===== config.mk =====
export PLATFORM = sky130hd
export DESIGN_NAME = utf8_word_tokenizer_fold_flat
export DESIGN_NICKNAME = d
export VERILOG_FILES = /design/src/rtl/utf8tok_pkg.sv /design/src/rtl/utf8tok_byte_if.sv /design/src/rtl/utf8tok_token_if.sv /design/src/rtl/utf8tok_front.sv /design/src/rtl/utf8tok_queue.sv /design/src/rtl/utf8tok_back.sv /design/src/rtl/utf8_word_tokenizer_fold.sv /design/src/flat_wrapper.sv
export SDC_FILE = /design/constraint.sdc
export NUM_CORES = 1
export LEC_CHECK = 0
export BUFFER_PORTS_ARGS = -buffer_cell sky130_fd_sc_hd__buf_2
export CAP_MARGIN = 20
export CORE_MARGIN = 5
export CORE_UTILIZATION = 50
export CTS_CLUSTER_DIAMETER = 60
export DETAILED_ROUTE_END_ITERATION = 8
export PLACE_DENSITY = 0.72
export SYNTH_ARGS = -nofsm -noshare
export SYNTH_HDL_FRONTEND = slang
export SYNTH_SLANG_ARGS = --single-unit

===== constraint.sdc =====
create_clock -name clk -period 14 [get_ports clk]
set_input_delay 1.4 -clock clk [delete_from_list [all_inputs] [get_ports clk]]
set_output_delay 1.4 -clock clk [all_outputs]
set_load 0.01 [all_outputs]

===== src/rtl/utf8tok_pkg.sv =====
// Shared constants and types of the UTF-8 word tokenizer.
// No dependencies; every other file but utf8tok_byte_if imports this package.
package utf8tok_pkg;

    localparam int OFFSET_BITS = 25;
    localparam int LIMIT_BITS  = 25;
    localparam int CMP_BITS    = (OFFSET_BITS > LIMIT_BITS) ? OFFSET_BITS : LIMIT_BITS;
    localparam int CP_BITS     = 21;
    localparam int SLOTS       = 3;
    localparam int LEN_BITS    = 3;
    localparam int QUEUE_DEPTH = 4;
    localparam int QPTR_BITS   = $clog2(QUEUE_DEPTH);

    localparam logic [LIMIT_BITS-1:0] LIMIT_RESET = LIMIT_BITS'(25'h100_0000);

    typedef logic [CP_BITS-1:0]     cp_t;
    typedef logic [OFFSET_BITS-1:0] offset_t;
    typedef logic [LEN_BITS-1:0]    len_t;

    // Everything one accepted byte gives rise to: up to three code points with
    // their byte lengths, laid out back to back from base.
    typedef struct packed {
        logic [1:0]             count;
        logic                   last;
        offset_t                base;
        logic [SLOTS-1:0][CP_BITS-1:0]  cp;
        logic [SLOTS-1:0][LEN_BITS-1:0] len;
    } bundle_t;

    typedef struct packed {
        logic full;
        logic empty;
    } q_status_t;

endpackage


===== src/rtl/utf8tok_byte_if.sv =====
// Input channel of the tokenizer: one text byte and its end-of-text mark.
// Depends on nothing but the handshake convention valid/ready.
interface utf8tok_byte_if;
    logic       valid;
    logic       ready;
    logic [7:0] text_byte;
    logic       end_of_text;

    modport source (output valid, output text_byte, output end_of_text, input ready);
    modport sink   (input valid, input text_byte, input end_of_text, output ready);
endinterface


===== src/rtl/utf8tok_token_if.sv =====
// Output channel of the tokenizer: one folded code point with its word flags.
// Depends on utf8tok_pkg for the offset and code point widths.
interface utf8tok_token_if;
    import utf8tok_pkg::*;

    logic                   valid;
    logic                   ready;
    logic                   has_code_point;
    logic [CP_BITS-1:0]     folded_point;
    logic                   is_word_char;
    logic                   word_begins;
    logic                   prior_word_ended;
    logic [OFFSET_BITS-1:0] begin_offset;
    logic [OFFSET_BITS-1:0] end_offset;
    logic                   last;

    modport source (output valid, output has_code_point, output folded_point,
                    output is_word_char, output word_begins, output prior_word_ended,
                    output begin_offset, output end_offset, output last, input ready);
    modport sink   (input valid, input has_code_point, input folded_point,
                    input is_word_char, input word_begins, input prior_word_ended,
                    input begin_offset, input end_offset, input last, output ready);
endinterface


===== src/rtl/utf8tok_front.sv =====
// Front end: accepts bytes, gathers UTF-8 sequences and decodes them.
// Depends on utf8tok_pkg and utf8tok_byte_if; feeds utf8tok_queue.
module utf8tok_front (
    input  logic                              clk,
    input  logic                              rst_n,
    input  logic [utf8tok_pkg::LIMIT_BITS-1:0] scan_limit,
    utf8tok_byte_if.sink                      text_in,
    input  utf8tok_pkg::q_status_t            q_stat,
    output logic                              push,
    output utf8tok_pkg::bundle_t              push_data
);
    import utf8tok_pkg::*;

    localparam logic [7:0] LEAD4_MIN = 8'hF0;
    localparam logic [7:0] LEAD3_MIN = 8'hE0;
    localparam logic [7:0] LEAD2_MIN = 8'hC0;

    function automatic logic [1:0] tail_len(input logic [7:0] b);
        logic [1:0] t;
        if (b >= LEAD4_MIN)
            t = 2'd3;
        else if (b >= LEAD3_MIN)
            t = 2'd2;
        else if (b >= LEAD2_MIN)
            t = 2'd1;
        else
            t = 2'd0;
        return t;
    endfunction

    function automatic logic past_limit(input offset_t p, input logic [LIMIT_BITS-1:0] lim);
        return CMP_BITS'(p) >= CMP_BITS'(lim);
    endfunction

    logic [7:0] pend_byte_reg [SLOTS];
    logic [7:0] pend_byte_next [SLOTS];
    offset_t    pend_pos_reg [2];
    offset_t    pend_pos_next [2];
    logic [1:0] pend_cnt_reg, pend_cnt_next;
    offset_t    pos_reg, pos_next;

    logic       accept;
    logic [7:0] b;
    logic       eot;
    logic [7:0] ful [4];
    offset_t    p0, p1;
    logic       ge0, ge1, ge2;
    logic       drop, complete, flush, pair;
    logic [1:0] need;
    logic [2:0] n;
    cp_t        whole_cp;
    logic [1:0] fl_count;

    assign b      = text_in.text_byte;
    assign eot    = text_in.end_of_text;
    assign accept = text_in.valid && text_in.ready;
    assign text_in.ready = !q_stat.full;

    always_comb
    begin
        ful[0] = (pend_cnt_reg == 2'd0) ? b : pend_byte_reg[0];
        ful[1] = (pend_cnt_reg == 2'd1) ? b : (pend_cnt_reg > 2'd1) ? pend_byte_reg[1] : 8'h00;
        ful[2] = (pend_cnt_reg == 2'd2) ? b : (pend_cnt_reg == 2'd3) ? pend_byte_reg[2] : 8'h00;
        ful[3] = b;

        p0  = (pend_cnt_reg == 2'd0) ? pos_reg : pend_pos_reg[0];
        p1  = (pend_cnt_reg == 2'd1) ? pos_reg : pend_pos_reg[1];
        ge0 = past_limit(p0, scan_limit);
        ge1 = past_limit(p1, scan_limit);
        ge2 = past_limit(pos_reg, scan_limit);

        drop     = (pend_cnt_reg == 2'd0) && ge0;
        need     = tail_len(ful[0]);
        n        = {1'b0, pend_cnt_reg} + 3'd1;
        complete = !drop && (n == ({1'b0, need} + 3'd1));
        flush    = !drop && !complete && eot;
        pair     = (n == 3'd3) && (tail_len(ful[1]) == 2'd1);

        unique case (need)
            2'd0: whole_cp = CP_BITS'(ful[0]);
            2'd1: whole_cp = CP_BITS'({ful[0][4:0], ful[1][5:0]});
            2'd2: whole_cp = CP_BITS'({ful[0][3:0], ful[1][5:0], ful[2][5:0]});
            default: whole_cp = CP_BITS'({ful[0][2:0], ful[1][5:0], ful[2][5:0], ful[3][5:0]});
        endcase

        // A cut sequence at end of text: each byte becomes a lead again, and
        // decoding stops at the first lead that lies past the limit.
        if (ge0)
            fl_count = 2'd0;
        else if (n == 3'd1 || ge1)
            fl_count = 2'd1;
        else if (n == 3'd2 || pair || ge2)
            fl_count = 2'd2;
        else
            fl_count = 2'd3;

        push_data.last = eot;
        push_data.base = p0;
        if (complete)
        begin
            push_data.count  = 2'd1;
            push_data.cp[0]  = whole_cp;
            push_data.len[0] = n;
        end
        else
        begin
            push_data.count  = flush ? fl_count : 2'd0;
            push_data.cp[0]  = CP_BITS'(ful[0]);
            push_data.len[0] = 3'd1;
        end
        if (pair)
        begin
            push_data.cp[1]  = CP_BITS'({ful[1][4:0], ful[2][5:0]});
            push_data.len[1] = 3'd2;
        end
        else
        begin
            push_data.cp[1]  = CP_BITS'(ful[1]);
            push_data.len[1] = 3'd1;
        end
        push_data.cp[2]  = CP_BITS'(ful[2]);
        push_data.len[2] = 3'd1;

        push = accept && (complete || eot);
    end

    always_comb
    begin
        pend_cnt_next  = pend_cnt_reg;
        pos_next       = pos_reg;
        pend_byte_next = pend_byte_reg;
        pend_pos_next  = pend_pos_reg;
        if (accept)
        begin
            if (eot)
            begin
                pend_cnt_next = 2'd0;
                pos_next      = '0;
            end
            else
            begin
                pos_next = pos_reg + offset_t'(1);
                if (complete)
                begin
                    pend_cnt_next = 2'd0;
                end
                else if (!drop)
                begin
                    pend_cnt_next     = n[1:0];
                    pend_byte_next[0] = ful[0];
                    pend_byte_next[1] = ful[1];
                    pend_byte_next[2] = ful[2];
                    pend_pos_next[0]  = p0;
                    pend_pos_next[1]  = p1;
                end
            end
        end
    end

    always_ff @(posedge clk or negedge rst_n)
    begin
        if (!rst_n)
        begin
            pend_cnt_reg <= 2'd0;
            pos_reg      <= '0;
        end
        else
        begin
            pend_cnt_reg <= pend_cnt_next;
            pos_reg      <= pos_next;
        end
    end

    always_ff @(posedge clk)
    begin
        pend_byte_reg <= pend_byte_next;
        pend_pos_reg  <= pend_pos_next;
    end

    // Held bytes never reach the length their lead asks for.
    assert property (@(posedge clk) disable iff (!rst_n)
        pend_cnt_reg != 2'd0 |-> {1'b0, pend_cnt_reg} <= {1'b0, tail_len(pend_byte_reg[0])})
        else $error("front holds a complete sequence");

    assert property (@(posedge clk) disable iff (!rst_n)
        (accept && eot) |=> (pos_reg == '0 && pend_cnt_reg == 2'd0))
        else $error("front state not cleared after end of text");

endmodule


===== src/rtl/utf8tok_queue.sv =====
// Short queue of decoded bundles between the front and the back end.
// Depends on utf8tok_pkg.
module utf8tok_queue (
    input  logic                   clk,
    input  logic                   rst_n,
    input  logic                   push,
    input  utf8tok_pkg::bundle_t   push_data,
    input  logic                   pop,
    output utf8tok_pkg::bundle_t   head,
    output utf8tok_pkg::q_status_t stat
);
    import utf8tok_pkg::*;

    bundle_t              mem_reg [QUEUE_DEPTH];
    logic [QPTR_BITS-1:0] wr_ptr_reg, wr_ptr_next;
    logic [QPTR_BITS-1:0] rd_ptr_reg, rd_ptr_next;
    logic [QPTR_BITS:0]   cnt_reg, cnt_next;

    assign head       = mem_reg[rd_ptr_reg];
    assign stat.full  = (cnt_reg == (QPTR_BITS+1)'(QUEUE_DEPTH));
    assign stat.empty = (cnt_reg == '0);

    always_comb
    begin
        wr_ptr_next = push ? wr_ptr_reg + QPTR_BITS'(1) : wr_ptr_reg;
        rd_ptr_next = pop ? rd_ptr_reg + QPTR_BITS'(1) : rd_ptr_reg;
        cnt_next    = cnt_reg + (QPTR_BITS+1)'(push) - (QPTR_BITS+1)'(pop);
    end

    always_ff @(posedge clk or negedge rst_n)
    begin
        if (!rst_n)
        begin
            wr_ptr_reg <= '0;
            rd_ptr_reg <= '0;
            cnt_reg    <= '0;
        end
        else
        begin
            wr_ptr_reg <= wr_ptr_next;
            rd_ptr_reg <= rd_ptr_next;
            cnt_reg    <= cnt_next;
        end
    end

    always_ff @(posedge clk)
    begin
        if (push)
            mem_reg[wr_ptr_reg] <= push_data;
    end

    assert property (@(posedge clk) disable iff (!rst_n) push |-> !stat.full)
        else $error("push into a full queue");

endmodule


===== src/rtl/utf8tok_back.sv =====
// Back end: folds each queued code point, classes it and tracks word bounds.
// Depends on utf8tok_pkg and utf8tok_token_if; drains utf8tok_queue.
module utf8tok_back (
    input  logic                   clk,
    input  logic                   rst_n,
    input  utf8tok_pkg::bundle_t   head,
    input  utf8tok_pkg::q_status_t q_stat,
    output logic                   pop,
    utf8tok_token_if.source        token_out
);
    import utf8tok_pkg::*;

    localparam cp_t CYR_CAP_FIRST = CP_BITS'(21'h0410);
    localparam cp_t CYR_CAP_LAST  = CP_BITS'(21'h042F);
    localparam cp_t CYR_IO_CAP    = CP_BITS'(21'h0401);
    localparam cp_t CYR_IO_SMALL  = CP_BITS'(21'h0451);
    localparam cp_t CYR_IE_SMALL  = CP_BITS'(21'h0435);
    localparam cp_t CYR_FIRST     = CP_BITS'(21'h0400);
    localparam cp_t CYR_EXT_LAST  = CP_BITS'(21'h040F);
    localparam cp_t CYR_LAST      = CP_BITS'(21'h04FF);
    localparam cp_t LAT1_CAP_LAST = CP_BITS'(21'h00DE);
    localparam cp_t LATIN_FIRST   = CP_BITS'(21'h00C0);
    localparam cp_t LATIN_LAST    = CP_BITS'(21'h024F);
    localparam cp_t TIMES_SIGN    = CP_BITS'(21'h00D7);
    localparam cp_t DIVIDE_SIGN   = CP_BITS'(21'h00F7);

    function automatic cp_t fold_cp(input cp_t cp);
        cp_t r;
        if ((cp >= CP_BITS'(8'h41) && cp <= CP_BITS'(8'h5A)) ||
            (cp >= CYR_CAP_FIRST && cp <= CYR_CAP_LAST))
            r = cp + CP_BITS'(8'h20);
        else if (cp == CYR_IO_CAP || cp == CYR_IO_SMALL)
            r = CYR_IE_SMALL;
        else if (cp >= CYR_FIRST && cp <= CYR_EXT_LAST)
            r = cp + CP_BITS'(8'h50);
        else if (cp >= LATIN_FIRST && cp <= LAT1_CAP_LAST && cp != TIMES_SIGN)
            r = cp + CP_BITS'(8'h20);
        else
            r = cp;
        return r;
    endfunction

    function automatic logic word_cp(input cp_t cp);
        return (cp >= CP_BITS'(8'h30) && cp <= CP_BITS'(8'h39)) ||
               (cp >= CP_BITS'(8'h61) && cp <= CP_BITS'(8'h7A)) ||
               (cp >= CP_BITS'(8'h41) && cp <= CP_BITS'(8'h5A)) ||
               (cp >= LATIN_FIRST && cp <= LATIN_LAST &&
                cp != TIMES_SIGN && cp != DIVIDE_SIGN) ||
               (cp >= CYR_FIRST && cp <= CYR_LAST);
    endfunction

    logic [1:0] slot_reg, slot_next;
    offset_t    run_off_reg, run_off_next;
    logic       in_word_reg, in_word_next;
    logic       out_valid_reg, out_valid_next;

    logic       has_reg, has_next;
    cp_t        fold_reg, fold_next;
    logic       word_reg, word_next;
    logic       begins_reg, begins_next;
    logic       ended_reg, ended_next;
    offset_t    beg_reg, beg_next;
    offset_t    end_reg, end_next;
    logic       last_reg, last_next;

    logic       out_free, advance, final_slot, w;
    cp_t        cur_cp;
    offset_t    cur_beg, cur_end;

    always_comb
    begin
        out_free   = !out_valid_reg || token_out.ready;
        advance    = !q_stat.empty && out_free;
        final_slot = (head.count == 2'd0) || ((slot_reg + 2'd1) == head.count);
        pop        = advance && final_slot;
        cur_cp     = head.cp[slot_reg];
        cur_beg    = (slot_reg == 2'd0) ? head.base : run_off_reg;
        cur_end    = cur_beg + OFFSET_BITS'(head.len[slot_reg]);
        w          = word_cp(cur_cp);

        slot_next      = slot_reg;
        run_off_next   = run_off_reg;
        in_word_next   = in_word_reg;
        out_valid_next = out_free ? 1'b0 : out_valid_reg;
        has_next       = has_reg;
        fold_next      = fold_reg;
        word_next      = word_reg;
        begins_next    = begins_reg;
        ended_next     = ended_reg;
        beg_next       = beg_reg;
        end_next       = end_reg;
        last_next      = last_reg;

        if (advance)
        begin
            out_valid_next = 1'b1;
            slot_next      = final_slot ? 2'd0 : slot_reg + 2'd1;
            run_off_next   = cur_end;
            last_next      = head.last && final_slot;
            if (head.count == 2'd0)
            begin
                has_next     = 1'b0;
                fold_next    = '0;
                word_next    = 1'b0;
                begins_next  = 1'b0;
                ended_next   = 1'b0;
                beg_next     = '0;
                end_next     = '0;
                in_word_next = 1'b0;
            end
            else
            begin
                has_next     = 1'b1;
                fold_next    = fold_cp(cur_cp);
                word_next    = w;
                begins_next  = w && !in_word_reg;
                ended_next   = !w && in_word_reg;
                beg_next     = cur_beg;
                end_next     = cur_end;
                in_word_next = (head.last && final_slot) ? 1'b0 : w;
            end
        end
    end

    always_ff @(posedge clk or negedge rst_n)
    begin
        if (!rst_n)
        begin
            slot_reg      <= 2'd0;
            in_word_reg   <= 1'b0;
            out_valid_reg <= 1'b0;
        end
        else
        begin
            slot_reg      <= slot_next;
            in_word_reg   <= in_word_next;
            out_valid_reg <= out_valid_next;
        end
    end

    always_ff @(posedge clk)
    begin
        run_off_reg <= run_off_next;
        has_reg     <= has_next;
        fold_reg    <= fold_next;
        word_reg    <= word_next;
        begins_reg  <= begins_next;
        ended_reg   <= ended_next;
        beg_reg     <= beg_next;
        end_reg     <= end_next;
        last_reg    <= last_next;
    end

    assign token_out.valid            = out_valid_reg;
    assign token_out.has_code_point   = has_reg;
    assign token_out.folded_point     = fold_reg;
    assign token_out.is_word_char     = word_reg;
    assign token_out.word_begins      = begins_reg;
    assign token_out.prior_word_ended = ended_reg;
    assign token_out.begin_offset     = beg_reg;
    assign token_out.end_offset       = end_reg;
    assign token_out.last             = last_reg;

    assert property (@(posedge clk) disable iff (!rst_n) q_stat.empty |-> slot_reg == 2'd0)
        else $error("slot index left over with nothing queued");

    assert property (@(posedge clk) disable iff (!rst_n)
        (out_valid_reg && last_reg) |-> !in_word_reg)
        else $error("word still open after the final result of a text");

    assert property (@(posedge clk) disable iff (!rst_n)
        (advance && !pop) |=> slot_reg != 2'd0)
        else $error("bundle slot did not step");

endmodule


===== src/rtl/utf8_word_tokenizer_fold.sv =====
// Top level of the UTF-8 decoder, lower-case folder and word tokenizer.
// Depends on utf8tok_pkg, both channel interfaces, utf8tok_front,
// utf8tok_queue and utf8tok_back.
//
//   channel      direction  carries                                 handshake
//   text_in      in         text_byte, end_of_text                  valid/ready
//   token_out    out        folded code point, word flags, offsets  valid/ready
//   cfg_wr_*     in         scan_limit                              write enable
//
// Bytes are taken at one per cycle while the queue is not full. A byte that
// completes a code point has its queue entry written at the edge that takes
// it; the back end's output register then loads the result from the queue
// head. A text that ends inside a cut sequence yields up to three results
// from its final byte, issued one per cycle by the back end while token_out
// is not stalled. Reset clears the byte position, held bytes, word state and
// queue; scan_limit returns to 2^24. The front stalls only when the queue is
// full; the back stalls only on token_out.ready.
module utf8_word_tokenizer_fold (
    input  logic                               clk,
    input  logic                               rst_n,
    input  logic                               cfg_wr_en,
    input  logic [utf8tok_pkg::LIMIT_BITS-1:0] cfg_wr_data,
    utf8tok_byte_if.sink                       text_in,
    utf8tok_token_if.source                    token_out
);
    import utf8tok_pkg::*;

    // The scan limit applies to lead bytes only: a sequence whose lead sits
    // below it is still completed from the bytes that follow.
    logic [LIMIT_BITS-1:0] scan_limit_reg;

    bundle_t   push_data, head;
    logic      push, pop;
    q_status_t q_stat;

    always_ff @(posedge clk or negedge rst_n)
    begin
        if (!rst_n)
            scan_limit_reg <= LIMIT_RESET;
        else if (cfg_wr_en)
            scan_limit_reg <= cfg_wr_data;
    end

    // The front decides, per byte, which code points it closes and pushes
    // them as one bundle; bytes that only extend a sequence push nothing.
    utf8tok_front u_front (
        .clk        (clk),
        .rst_n      (rst_n),
        .scan_limit (scan_limit_reg),
        .text_in    (text_in),
        .q_stat     (q_stat),
        .push       (push),
        .push_data  (push_data)
    );

    // The queue lets the front keep taking bytes while the back end is held
    // by a stalled consumer or is spreading a multi-result bundle.
    utf8tok_queue u_queue (
        .clk       (clk),
        .rst_n     (rst_n),
        .push      (push),
        .push_data (push_data),
        .pop       (pop),
        .head      (head),
        .stat      (q_stat)
    );

    // The back end folds and classes one code point per cycle while token_out is
    // not stalled, and keeps the in-word flag that spans results.
    utf8tok_back u_back (
        .clk       (clk),
        .rst_n     (rst_n),
        .head      (head),
        .q_stat    (q_stat),
        .pop       (pop),
        .token_out (token_out)
    );

endmodule


===== src/flat_wrapper.sv =====
// flat-port wrapper written by rule: the top's interface ports become plain ports
module utf8_word_tokenizer_fold_flat import utf8tok_pkg::*;
  (clk, rst_n, cfg_wr_en, cfg_wr_data, text_in_valid, text_in_text_byte, text_in_end_of_text, text_in_ready, token_out_valid, token_out_has_code_point, token_out_folded_point, token_out_is_word_char, token_out_word_begins, token_out_prior_word_ended, token_out_begin_offset, token_out_end_offset, token_out_last, token_out_ready);
  utf8tok_byte_if text_in_i ();
  utf8tok_token_if token_out_i ();
  input  logic clk;
  input  logic rst_n;
  input  logic cfg_wr_en;
  input  logic [utf8tok_pkg::LIMIT_BITS-1:0] cfg_wr_data;
  input wire logic [$bits(text_in_i.valid)-1:0] text_in_valid;
  input wire logic [$bits(text_in_i.text_byte)-1:0] text_in_text_byte;
  input wire logic [$bits(text_in_i.end_of_text)-1:0] text_in_end_of_text;
  output wire logic [$bits(text_in_i.ready)-1:0] text_in_ready;
  output wire logic [$bits(token_out_i.valid)-1:0] token_out_valid;
  output wire logic [$bits(token_out_i.has_code_point)-1:0] token_out_has_code_point;
  output wire logic [$bits(token_out_i.folded_point)-1:0] token_out_folded_point;
  output wire logic [$bits(token_out_i.is_word_char)-1:0] token_out_is_word_char;
  output wire logic [$bits(token_out_i.word_begins)-1:0] token_out_word_begins;
  output wire logic [$bits(token_out_i.prior_word_ended)-1:0] token_out_prior_word_ended;
  output wire logic [$bits(token_out_i.begin_offset)-1:0] token_out_begin_offset;
  output wire logic [$bits(token_out_i.end_offset)-1:0] token_out_end_offset;
  output wire logic [$bits(token_out_i.last)-1:0] token_out_last;
  input wire logic [$bits(token_out_i.ready)-1:0] token_out_ready;
  assign text_in_i.valid = text_in_valid;
  assign text_in_i.text_byte = text_in_text_byte;
  assign text_in_i.end_of_text = text_in_end_of_text;
  assign text_in_ready = text_in_i.ready;
  assign token_out_valid = token_out_i.valid;
  assign token_out_has_code_point = token_out_i.has_code_point;
  assign token_out_folded_point = token_out_i.folded_point;
  assign token_out_is_word_char = token_out_i.is_word_char;
  assign token_out_word_begins = token_out_i.word_begins;
  assign token_out_prior_word_ended = token_out_i.prior_word_ended;
  assign token_out_begin_offset = token_out_i.begin_offset;
  assign token_out_end_offset = token_out_i.end_offset;
  assign token_out_last = token_out_i.last;
  assign token_out_i.ready = token_out_ready;
  utf8_word_tokenizer_fold u_core (.clk(clk), .rst_n(rst_n), .cfg_wr_en(cfg_wr_en), .cfg_wr_data(cfg_wr_data), .text_in(text_in_i), .token_out(token_out_i));
endmodule

Word level (Yosys, flattened, before mapping):

Memories as Yosys holds them, arrays and structs flattened.
Cells that the tools add are included.

* bits in registers: 238
* latch bits: 0
* RAM bits: 292
* memory bits (read-only): 0
* input bits: 39
* output and inout bits: 78
* logic and storage cells: 174
* memories kept: 1

* $add $sub $neg: 11
* $mul: 0
* divide/modulo/power cells: 0
* magnitude comparators: 25
* equal/unequal tests: 17
* shift operators: 0
* mux-type cells: 44
* bitwise operators: 3
* reductions and logical operators: 50

Memories
* u_core.u_queue.mem_reg: words 4, width 73, rd ports 1, clocked after Yosys merged registers in 0, wr ports 1, line utf8tok_queue.sv:14 `bundle_t mem_reg [QUEUE_DEPTH];`

Operators with widths (number)
* $mux 21: 6
* $mux 25: 4
* $ge 25x25->1: 3
* $le 21x11->1 const B: 3
* $pmux 21 s3: 1
* $ge 8x8->1 const B: 6
* $bmux 21 s2: 1
* $eq 21x11->1 const B: 2
* $ge 21x11->1 const B: 2
* $ge 21x7->1 const B: 2
* $le 21x7->1 const B: 2
* $ne 21x8->1 const B: 2
* $mux 8: 5
* $mux 2: 13
* $add 25x1->25 const B: 1
* $add 25x3->25: 1
* $logic_and 1x1->1: 23
* $add 21x6->21 const B: 1
* $add 21x7->21 const B: 1
* $ge 21x6->1 const B: 1
* $ge 21x8->1 const B: 1
* $le 21x10->1 const B: 1
* $le 21x6->1 const B: 1
* $le 21x8->1 const B: 1
* 26 further kinds: 66

Longest topological paths before layout:

Gate-level depths: netlist (run 1).

* word-level depth: 16
* mapped depth: 22
* gate-level depth less buffers: 19

Cells and area by module:

A second synthesis (run 1) with hierarchy kept.

* cell total of the unflattened synthesis: 1829
* area total of the unflattened synthesis: 29052.9 sq um

Modules (own cells, without submodules)
* utf8tok_queue: instances 1, cells an instance 556, area each 14819.2 sq um, sequential area each 12186.7 sq um
* utf8tok_front: instances 1, cells an instance 712, area each 7229.4 sq um, sequential area each 2897.8 sq um
* utf8tok_back: instances 1, cells an instance 508, area each 5969.5 sq um, sequential area each 3133.0 sq um
* utf8_word_tokenizer_fold: instances 1, cells an instance 53, area each 1034.7 sq um, sequential area each 626.9 sq um

Worst setup path after synthesis (run 1):

No wires, ideal clock.

* path type: register to register
* from: register u_core.u_front.pend_cnt_reg[0]
* to: register u_core.u_front.pend_byte_reg[0] (netlist bit), enable pin
* setup time: 0.613 ns
* arrival time: 9.192 ns
* required time: 13.387 ns
* setup slack: 4.196 ns
* cell stages (with the launch flop): 17
* path buffers: 3
* period minus slack after synthesis: 9.804 ns
* cells stage by stage: dfrtp_1 -> inv_1 -> ha_1 -> buf_2 -> buf_1 -> buf_1 -> mux2_2 -> ha_1 -> a21o_1 -> a21o_1 -> a21o_1 -> a21o_1 -> a221oi_1 -> o21ai_0 -> a41oi_1 -> nor2_1 -> nor3b_1

RTL lines
* from (decl): line utf8tok_front.sv:39 `logic [1:0] pend_cnt_reg, pend_cnt_next;`
* from (signal assigned): line utf8tok_front.sv:169 `pend_cnt_reg <= pend_cnt_next;`
* to (signal assigned): line utf8tok_front.sv:176 `pend_byte_reg <= pend_byte_next;`
* to (decl): line utf8tok_front.sv:35 `logic [7:0] pend_byte_reg [SLOTS];`

==> summary.md, run 1 <==
| Metric | Value |
|---|---|
| Outcome | `complete, no violations` |
| Root Buffer | `clkbuf_16` |
| Max-slew violation count | `0` |
| Clk buf depth | `3` |
| DR iter-0 viols | `1453` |
| Number of synthesized register bits | `530` |
| First-pass GRT wire length | `84300 um` |
| CP required | `14200 ps` |
| Total setup buffers inserted after CTS | `0` |
| Site Rows | `81` |
| Finished Layout Cells | `2473` |
| Largest net degree at the start of global routing | `74` |
| Leading cell type by number of instances after synthesis | `edfxtp_1` |
| Max reg flops | `292` |
| Storage element area | `15600 um2` |
| Worst-margin pin slew | `1110 ps` |
| Prevailing post-synth register cell | `edfxtp_1` |
| Initial antenna violation count | `4` |
| Post_cts resized | `0` |
| DRC Markers | `0` |
| Number of iterations in the first detailed-routing pass | `5` |
| Placed instance count | `2370` |
| # IOs | `117` |
| Period utilization | `41.5%` |
| Worst rel slew slack | `25.0%` |
| PwrDens | `241 nW/um2` |
| RD Place Congestion | `0.868` |
| Synth top cells by count | `467 x edfxtp_1, 135 x nand2_1, 104 x ha_1, 94 x nor2_1, 88 x o21ai_0` |
| Post-synth cell types | `88` |
| Initial core utilization | `50.3%` |
| # hold bufs at CTS | `0` |
| # setup viols final | `0` |
| Via count | `14730` |
| Final WL | `53700 um` |
| Max-cap viol count | `0` |
| Top-area cell type share of the netlist area | `57.3%` |
| Largest fanout on the critical path | `73` |
| Buffers on Ports | `116` |
| Post-route minimum period | `5810 ps` |
| Yosys warns | `0` |
| Synth area leaders | `edfxtp_1 57%, mux4_2 6.4%, dfrtp_1 6.3%` |
| Element type at the critical path end | `register` |
| Post-Syn Area | `24500 um2` |
| CP Class | `reg -> reg` |
| Total power | `6.69 mW` |
| CTS clock-pin slew for the worst setup and hold paths | `60 ps` |
| Hold_ws | `498 ps` |
| Post-synthesis cell type with the largest combined area | `edfxtp_1` |
| Avg Cell Area, Syn | `14.6 um2` |
| Post-Syn Nets | `1821` |
| DR vias/cell | `5.96` |
| Nets | `1951` |
| Die Ht | `231 um` |
| Worst min path class | `reg -> reg` |
| Ys async rst share | `11.9%` |
| Synth Instances | `1676` |
| Final hold viol count | `0` |
| EDFF count, synth | `467` |
| Vias in the first global route | `14642` |
| Share of layout cells above drive strength 1 | `21.9%` |
| RSZ-0062 raised after global routing | `false` |
| Critical Path Source Type | `register` |
| CTS Buf Count | `55` |
| Area Overhead vs Synth | `13.3%` |
| Die area | `53400 um2` |
| Core Util, Final | `57.0%` |
| CTS tree | `yes` |
| Die X | `231 um` |
| Sequential share of the synthesized area | `63.8%` |
| Hpwl dp | `35600 um` |
| WL per Instance | `21.7 um` |
| P_leak | `10.5 nW` |
| GRT Total Usage | `20.0%` |
| # H-tree levels | `2` |
| Setup_tns | `0 ps` |
| Fmax | `172 MHz` |
| Core area | `48600 um2` |
| Post-DRT Antenna Nets | `0` |
| Clock Sink Count | `530` |
| Fillers | `3771` |
| CP arrival | `6010 ps` |
| Clk_skew | `19.8 ps` |
| Area of the multi-input gates | `8260 um2` |
| Worst vdd ir | `0.000117 V` |
| Worst-Skew Late Latency | `600 ps` |
| Total grt overflow | `0` |
## cell families (layout without fill, tap and decap cells)
logic type,Yosys count,in the layout,synth area share [%]
AOI/OAI and AO/OA,265,265,7.28
xor gates and xnor gates,33,33,1.18
other,0,1,0
and+or+nand+nor,434,434,8.77
buffers and inverters,139,313,2.49
muxes,169,169,11.0
DFF,530,530,63.8
adders and majority gates,106,106,5.48
## through the flow
stage / setup WS, ps / area, um2
after floorplan: 4200 / 24500
after global placement: 8350 / 25700
after detailed placement: 8170 / 25700
after CTS: 8170 / 27700
after global routing: 7830 / 27700
final: 8190 / 27700
## final cells by class
class	count	area share, %
Antenna cell	1	0.00903
Clock inverter	38	1.86
Sequential cell	530	56.3
Clock buffer	63	5.34
Inverter	70	0.957
Tap cell	622	2.81
Multi-Input combinational cell	1007	29.8
Timing Repair Buffer	142	2.89
## metal layers
| layer | GRT usage, % | wire (um) | up-vias |
|---|---|---|---|
| li1 | - | - | 6710 |
| met1 | 29.9 | 24100 | 7418 |
| met2 | 30.8 | 24900 | 500 |
| met3 | 3.76 | 3450 | 96 |
| met4 | 5.27 | 1200 | 6 |
| met5 | 0 | 22 | - |
## power breakdown
group	leakage, nW	total (mW)	switching [mW]	internal, mW
Sequential	5.20	2.60	0.172	2.43
Combinational	4.35	2.51	1.54	0.972
Clock	0.966	1.58	0.616	0.966
Total	10.5	6.69	2.32	4.37
## cells in the final DEF (no fill, tap or decap), types with 5 or more instances in the layout
master	instances
a21oi_1	48
clkinv_1	6
bufinv_16	11
nor2b_1	11
nor4_1	6
nand2_1	135
nand3_1	23
and2_1	37
and3_1	29
nor3_1	33
a22o_1	5
or3_1	10
mux4_2	70
dfrtp_1	60
inv_1	67
clkbuf_16	57
buf_4	23
buf_2	117
o21a_1	6
a31oi_1	11
nor2_1	93
nand4_1	20
clkinvlp_4	5
ha_1	104
a22oi_1	16
a21o_1	28
nand2b_1	6
mux2_2	62
xor2_1	9
o21ai_0	88
edfxtp_1	467
a222oi_1	8
clkinv_2	8
xnor2_1	24
mux2i_1	34
## path summary, 6_finish.rpt
check | start | slack, ps | to | depth (start not counted)
min in group asynchronous | rst_n | 1000 | u_core.u_front.pos_reg[6]$_DFFE_PN0P_ | 2
min | u_core.u_back.token_out.valid$_DFFE_PN0P_ | 500 | u_core.u_back.token_out.valid$_DFFE_PN0P_ | 2
max in group asynchronous | rst_n | 12290 | u_core.u_queue.rd_ptr_reg[0]$_DFFE_PN0P_ | 2
max reg2reg | u_core.u_front.pend_cnt_reg[0]$_DFFE_PN0P_ | 8190 | u_core.u_queue.mem_reg[2][35]$_DFFE_PP_ | 17
max | u_core.u_front.pend_cnt_reg[0]$_DFFE_PN0P_ | 8190 | u_core.u_queue.mem_reg[2][35]$_DFFE_PP_ | 17
min reg2reg | u_core.u_back.token_out.valid$_DFFE_PN0P_ | 500 | u_core.u_back.token_out.valid$_DFFE_PN0P_ | 2
## worst max-delay path, cell delays in order (launching register included)
cell      delay (ps)
dfrtp_1          460
inv_1            170
ha_1             160
buf_4            410
mux2_2           450
ha_1             340
a21o_1           200
a21o_1           170
a21o_1           170
a21o_1           160
a221oi_1         260
o21ai_0          160
a41oi_1          420
o21bai_1         110
buf_4            220
a21oi_1          450
and2_2           230
buf_4            820
Power figures use the tool's default switching activity.
==> run 2, diff against run 1 <==
- clock period: 14 -> 5.6 ns (I/O delays scaled with it)
==> summary.md, run 2 (same netlist as run 1, synthesis figures left out) <==
| Metric | Value |
|---|---|
| Total grt overflow | `0` |
| CP Cell Sequence | `inv_2, ha_1, buf_4, mux2_2, ha_1, a21o_1, a21o_1, a21o_1, a221oi_1, o21ai_0, a41oi_2, o21bai_1, a21oi_1, and2_2, buf_12` |
| Clock Sink Count | `530` |
| Worst-margin pin slew | `1200 ps` |
| Number of iterations in the first detailed-routing pass | `5` |
| Commonest non-fill, non-tap cells in the layout | `467 x edfxtp_1, 135 x nand2_1, 117 x buf_2, 104 x ha_1, 92 x nor2_1` |
| Placed instance count | `2382` |
| # IOs | `117` |
| Post_cts resized | `0` |
| CP required | `5880 ps` |
| DR iter-0 viols | `1217` |
| PwrDens | `596 nW/um2` |
| Max reg flops | `292` |
| CP Class | `reg -> reg` |
| Finished Layout Cells | `2486` |
| Clk_skew | `19.6 ps` |
| Worst rel slew slack | `18.9%` |
| Initial core utilization | `50.3%` |
| GRT Total Usage | `19.9%` |
| Reg2reg start | `u_core.u_front.pend_cnt_reg[0]$_DFFE_PN0P_` |
| RSZ-0062 raised after global routing | `false` |
| CTS tree | `yes` |
| Root Buffer | `clkbuf_16` |
| CTS Buf Count | `54` |
| Die area | `53400 um2` |
| Worst reg2reg path depth | `15` |
| Nets | `1962` |
| Hpwl dp | `36400 um` |
| Setup_tns | `0 ps` |
| DR vias/cell | `5.84` |
| M2 GR Usage | `30.7%` |
| Most common library cell in the layout ignoring fill and taps | `edfxtp_1` |
| Buffers on Ports | `116` |
| CTS clock-pin slew for the worst setup and hold paths | `60 ps` |
| Final WL | `53000 um` |
| Final instance area | `27800 um2` |
| R2R setup slack | `470 ps` |
| DP Area | `25900 um2` |
| Final hold viol count | `0` |
| Largest fanout on the critical path | `30` |
| Hold_ws | `148 ps` |
| CP peak stage delay | `620 ps` |
| RD Place Congestion | `0.868` |
| WL per Instance | `21.3 um` |
| Critical Path Source Type | `register` |
| DRC Markers | `0` |
| Initial antenna violation count | `3` |
| Via count | `14519` |
| Fin worst setup slack | `473 ps` |
| Period utilization | `91.6%` |
| Largest net degree at the start of global routing | `64` |
| CP Launch Point | `u_core.u_front.pend_cnt_reg[0]$_DFFE_PN0P_` |
| Max-slew violation count | `0` |
| GRT busiest layer | `met2` |
| Total setup buffers inserted after CTS | `0` |
| Clk buf depth | `3` |
| Fmax | `195 MHz` |
| Post-route minimum period | `5130 ps` |
| Setup WS pre-CTS | `394 ps` |
| Site Rows | `81` |
| Worst vdd ir | `0.000270 V` |
| Worst min path class | `in -> async` |
| Area Overhead vs Synth | `13.5%` |
| Element type at the critical path end | `register` |
| Met1 Use GR | `29.8%` |
| Worst-Skew Late Latency | `600 ps` |
| # H-tree levels | `2` |
| Max-cap viol count | `0` |
| Met3 Track Usage GR | `3.41%` |
| CP arrival | `5410 ps` |
| FF-to-FF End | `u_core.u_queue.mem_reg[1][24]$_DFFE_PP_` |
| # setup viols final | `0` |
| Core area | `48600 um2` |
| Vias in the first global route | `14481` |
| Post-DRT Antenna Nets | `0` |
| Die X | `231 um` |
| CP most frequent cell | `a21o_1` |
| First-pass GRT wire length | `83600 um` |
| Outcome | `complete, no violations` |
| Die Ht | `231 um` |
| # hold bufs at CTS | `0` |
| Share of layout cells above drive strength 1 | `22.1%` |
| P_leak | `10.5 nW` |
| Slowest-stage cell, CP | `and2_2` |
[run 2: changes by cell type in the layout (fill, tap and decap cells not counted), sizes merged]
cell	previous run	this run
clkbuf	63	67
clkinvlp	5	6
inv	74	72
buf	142	154
bufinv	11	8
clkinv	18	19
[run 2: worst max path at each step]
stage,endpoint,slack [ps],depth (start not counted)
final,u_core.u_queue.mem_reg[1][24]$_DFFE_PP_,470,15
after global routing,u_core.u_queue.mem_reg[1][25]$_DFFE_PP_,150,15
after CTS,u_core.u_queue.mem_reg[1][5]$_DFFE_PP_,380,15
after detailed placement,u_core.u_queue.mem_reg[1][5]$_DFFE_PP_,390,15
after global placement,u_core.u_queue.mem_reg[1][6]$_DFFE_PP_,580,15
after floorplan,u_core.u_front.pend_byte_reg[0]$_DFFE_PP_,10,16
[run 2: area by class of cell]
class,instances,area [um2]
inverter,70,265
timing repair buffer,154,958
multi-input combinational,1007,8280
antenna,1,2.50
tap,622,778
clock inverter,35,412
sequential,530,15600
fill,3784,20900
clock buffer,67,1460
[run 2: per-layer routing]
layer  share of wire [%]  up-vias
met5               0.036        -
met4                 2.2        4
met3                 6.0       86
met2                  46      431
met1                  46     7276
li1                    -     6722
[run 2: critical path: cells and delay by family, from the launching register on]
family,cells,cell delay (ps)
AOI/OAI and AO/OA,8,1840
adders and majority gates,2,770
buffers and inverters,3,670
DFF,1,470
muxes,1,400
and+or+nand+nor,1,620
[run 2: metrics by stage]
| step | util, % | total power, mW |
|---|---|---|
| after floorplan | - | 10.9 |
| after global placement | 53.1 | 12.7 |
| after detailed placement | 53.2 | 12.9 |
| after CTS | 57.1 | 16.7 |
| after global routing | 57.1 | 17.6 |
| final | 57.1 | 16.6 |
[run 2: power breakdown]
part / internal (mW) / switching [mW] / total [mW]
combinational: 2.51 / 3.80 / 6.31
clock: 2.24 / 1.51 / 3.74
sequential: 6.06 / 0.443 / 6.51
==> run 3, diff against run 2 <==
- BUFFER_PORTS_ARGS: -buffer_cell sky130_fd_sc_hd__buf_2 -> -buffer_cell sky130_fd_sc_hd__buf_4
==> summary.md, run 3 (same netlist as run 1, synthesis figures left out) <==
| Metric | Value |
|---|---|
| Setup_tns | `0 ps` |
| Site Rows | `81` |
| Nets | `1958` |
| Setup WS pre-CTS | `491 ps` |
| Root Buffer | `clkbuf_16` |
| Critical Path Source Type | `register` |
| Die X | `231 um` |
| GRT Total Usage | `20.5%` |
| Worst min path class | `in -> async` |
| Hold_ws | `70.2 ps` |
| DR vias/cell | `5.97` |
| Placed instance count | `2378` |
| Fmax | `196 MHz` |
| Post-route minimum period | `5110 ps` |
| Final hold viol count | `0` |
| Internal power | `10.9 mW` |
| CTS clock-pin slew for the worst setup and hold paths | `70 ps` |
| Max-cap viol count | `0` |
| Initial core utilization | `50.3%` |
| Switching Power | `5.89 mW` |
| Hpwl dp | `36900 um` |
| Core area | `48600 um2` |
| Vias in the first global route | `14921` |
| Finished Layout Cells | `2482` |
| Critical Path End | `u_core.u_queue.cnt_reg[2]$_DFF_PN0_` |
| Period utilization | `91.3%` |
| CTS Buf Count | `54` |
| CP Class | `reg -> reg` |
| Worst vdd ir | `0.000267 V` |
| P_leak | `10.6 nW` |
| # hold bufs at CTS | `0` |
| Worst rel slew slack | `34.9%` |
| # setup viols final | `0` |
| Worst-margin pin slew | `966 ps` |
| Number of iterations in the first detailed-routing pass | `7` |
| CP arrival | `5600 ps` |
| Outcome | `complete, no violations` |
| Largest fanout on the critical path | `8` |
| # IOs | `117` |
| Largest net degree at the start of global routing | `75` |
| Die area | `53400 um2` |
| PwrDens | `599 nW/um2` |
| Final WL | `54700 um` |
| Reg2reg start | `u_core.u_front.pend_cnt_reg[0]$_DFFE_PN0P_` |
| Clock Sink Count | `530` |
| Worst reg2reg path depth | `20` |
| Max-slew violation count | `0` |
| RD Place Congestion | `0.880` |
| # H-tree levels | `2` |
| DRC Markers | `0` |
| Element type at the critical path end | `register` |
| Sw frac | `35.1%` |
| Die Ht | `231 um` |
| Post_cts resized | `0` |
| Area Overhead vs Synth | `14.6%` |
| CTS tree | `yes` |
| Post-DRT Antenna Nets | `0` |
| First-pass GRT wire length | `85800 um` |
| Total setup buffers inserted after CTS | `0` |
| Comb power frac | `38.7%` |
| Via count | `14818` |
| Buffers on Ports | `116` |
| Most common library cell in the layout ignoring fill and taps | `edfxtp_1` |
| Worst-Skew Late Latency | `610 ps` |
| WL per Instance | `22.0 um` |
| DR iter-0 viols | `1486` |
| Initial antenna violation count | `1` |
| Clk buf depth | `3` |
| CP required | `6090 ps` |
| CP Launch Point | `u_core.u_front.pend_cnt_reg[0]$_DFFE_PN0P_` |
| Fillers | `3696` |
| FF-to-FF End | `u_core.u_queue.cnt_reg[2]$_DFF_PN0_` |
| Max reg flops | `292` |
| Commonest non-fill, non-tap cells in the layout | `467 x edfxtp_1, 141 x buf_4, 135 x nand2_1, 104 x ha_1, 92 x nor2_1` |
| Total power | `16.8 mW` |
| Fin worst setup slack | `489 ps` |
| Total grt overflow | `0` |
| RSZ-0062 raised after global routing | `false` |
| R2R setup slack | `490 ps` |
| Sequential fraction of design power | `38.8%` |
| Clk_skew | `21.3 ps` |
| Clock group share of total power | `22.5%` |
| Share of layout cells above drive strength 1 | `22.5%` |
run 3: layout make-up:
| cell class | instances | area, um2 | area share (%) |
|---|---|---|---|
| Clock buffer | 58 | 1370 | 4.87 |
| Timing Repair Buffer | 150 | 1230 | 4.37 |
| Inverter | 70 | 265 | 0.946 |
| Tap cell | 622 | 778 | 2.78 |
| Multi-Input combinational cell | 1007 | 8280 | 29.5 |
| Clock inverter | 44 | 510 | 1.82 |
| Antenna cell | 1 | 2.50 | 0.00893 |
| Sequential cell | 530 | 15600 | 55.7 |
run 3: critical path, stage by stage (launching register included):
cell      delay (ps)
dfrtp_1          470
inv_2            130
ha_1             460
buf_4            250
mux2_2           390
ha_1             210
a21o_1           170
a21o_1           170
a211o_1          290
a21o_1           170
a21oi_1          130
o21ai_0          160
a41oi_2          290
o21bai_1         120
a21oi_1          440
inv_1             90
ha_1             280
inv_1             40
ha_1             190
fa_1             380
xnor2_1          130
run 3: how the worst min path moves through the flow:
stage	start	to	slack [ps]	cells past startpoint
6_report	rst_n	u_core.u_queue.rd_ptr_reg[0]$_DFFE_PN0P_	70	1
5_1_grt	rst_n	u_core.u_queue.rd_ptr_reg[0]$_DFFE_PN0P_	140	1
4_1_cts	rst_n	u_core.u_queue.rd_ptr_reg[0]$_DFFE_PN0P_	80	1
3_3_place_gp	u_core.u_back.token_out.valid$_DFFE_PN0P_	u_core.u_back.token_out.valid$_DFFE_PN0P_	480	2
2_1_floorplan	rst_n	u_core.scan_limit_reg[0]$_DFFE_PN0P_	260	0
3_5_place_dp	u_core.u_back.token_out.valid$_DFFE_PN0P_	u_core.u_back.token_out.valid$_DFFE_PN0P_	510	2
run 3: routing by layer:
| metal | track usage [%] | up-vias | share of wire [%] |
|---|---|---|---|
| met2 | 31.9 | 530 | 46 |
| met1 | 29.9 | 7474 | 44 |
| met5 | 0 | - | 0 |
| met4 | 7.19 | 0 | 3.2 |
| met3 | 3.12 | 114 | 6.3 |
| li1 | - | 6700 | - |
run 3: through the flow:
step / util, % / area, um2
2_1_floorplan: - / 24500
3_3_place_gp: 53.8 / 26100
3_5_place_dp: 53.8 / 26100
4_1_cts: 57.6 / 28000
5_1_grt: 57.6 / 28000
6_report: 57.6 / 28000
run 3: power groups by stage:
stage	clock [mW]	combinational [mW]	sequential, mW
after floorplan	0	4.39	6.55
after global placement	0	6.33	6.53
after detailed placement	0	6.46	6.59
final	3.77	6.50	6.51
after global routing	4.01	7.11	6.62
after CTS	3.84	6.50	6.53
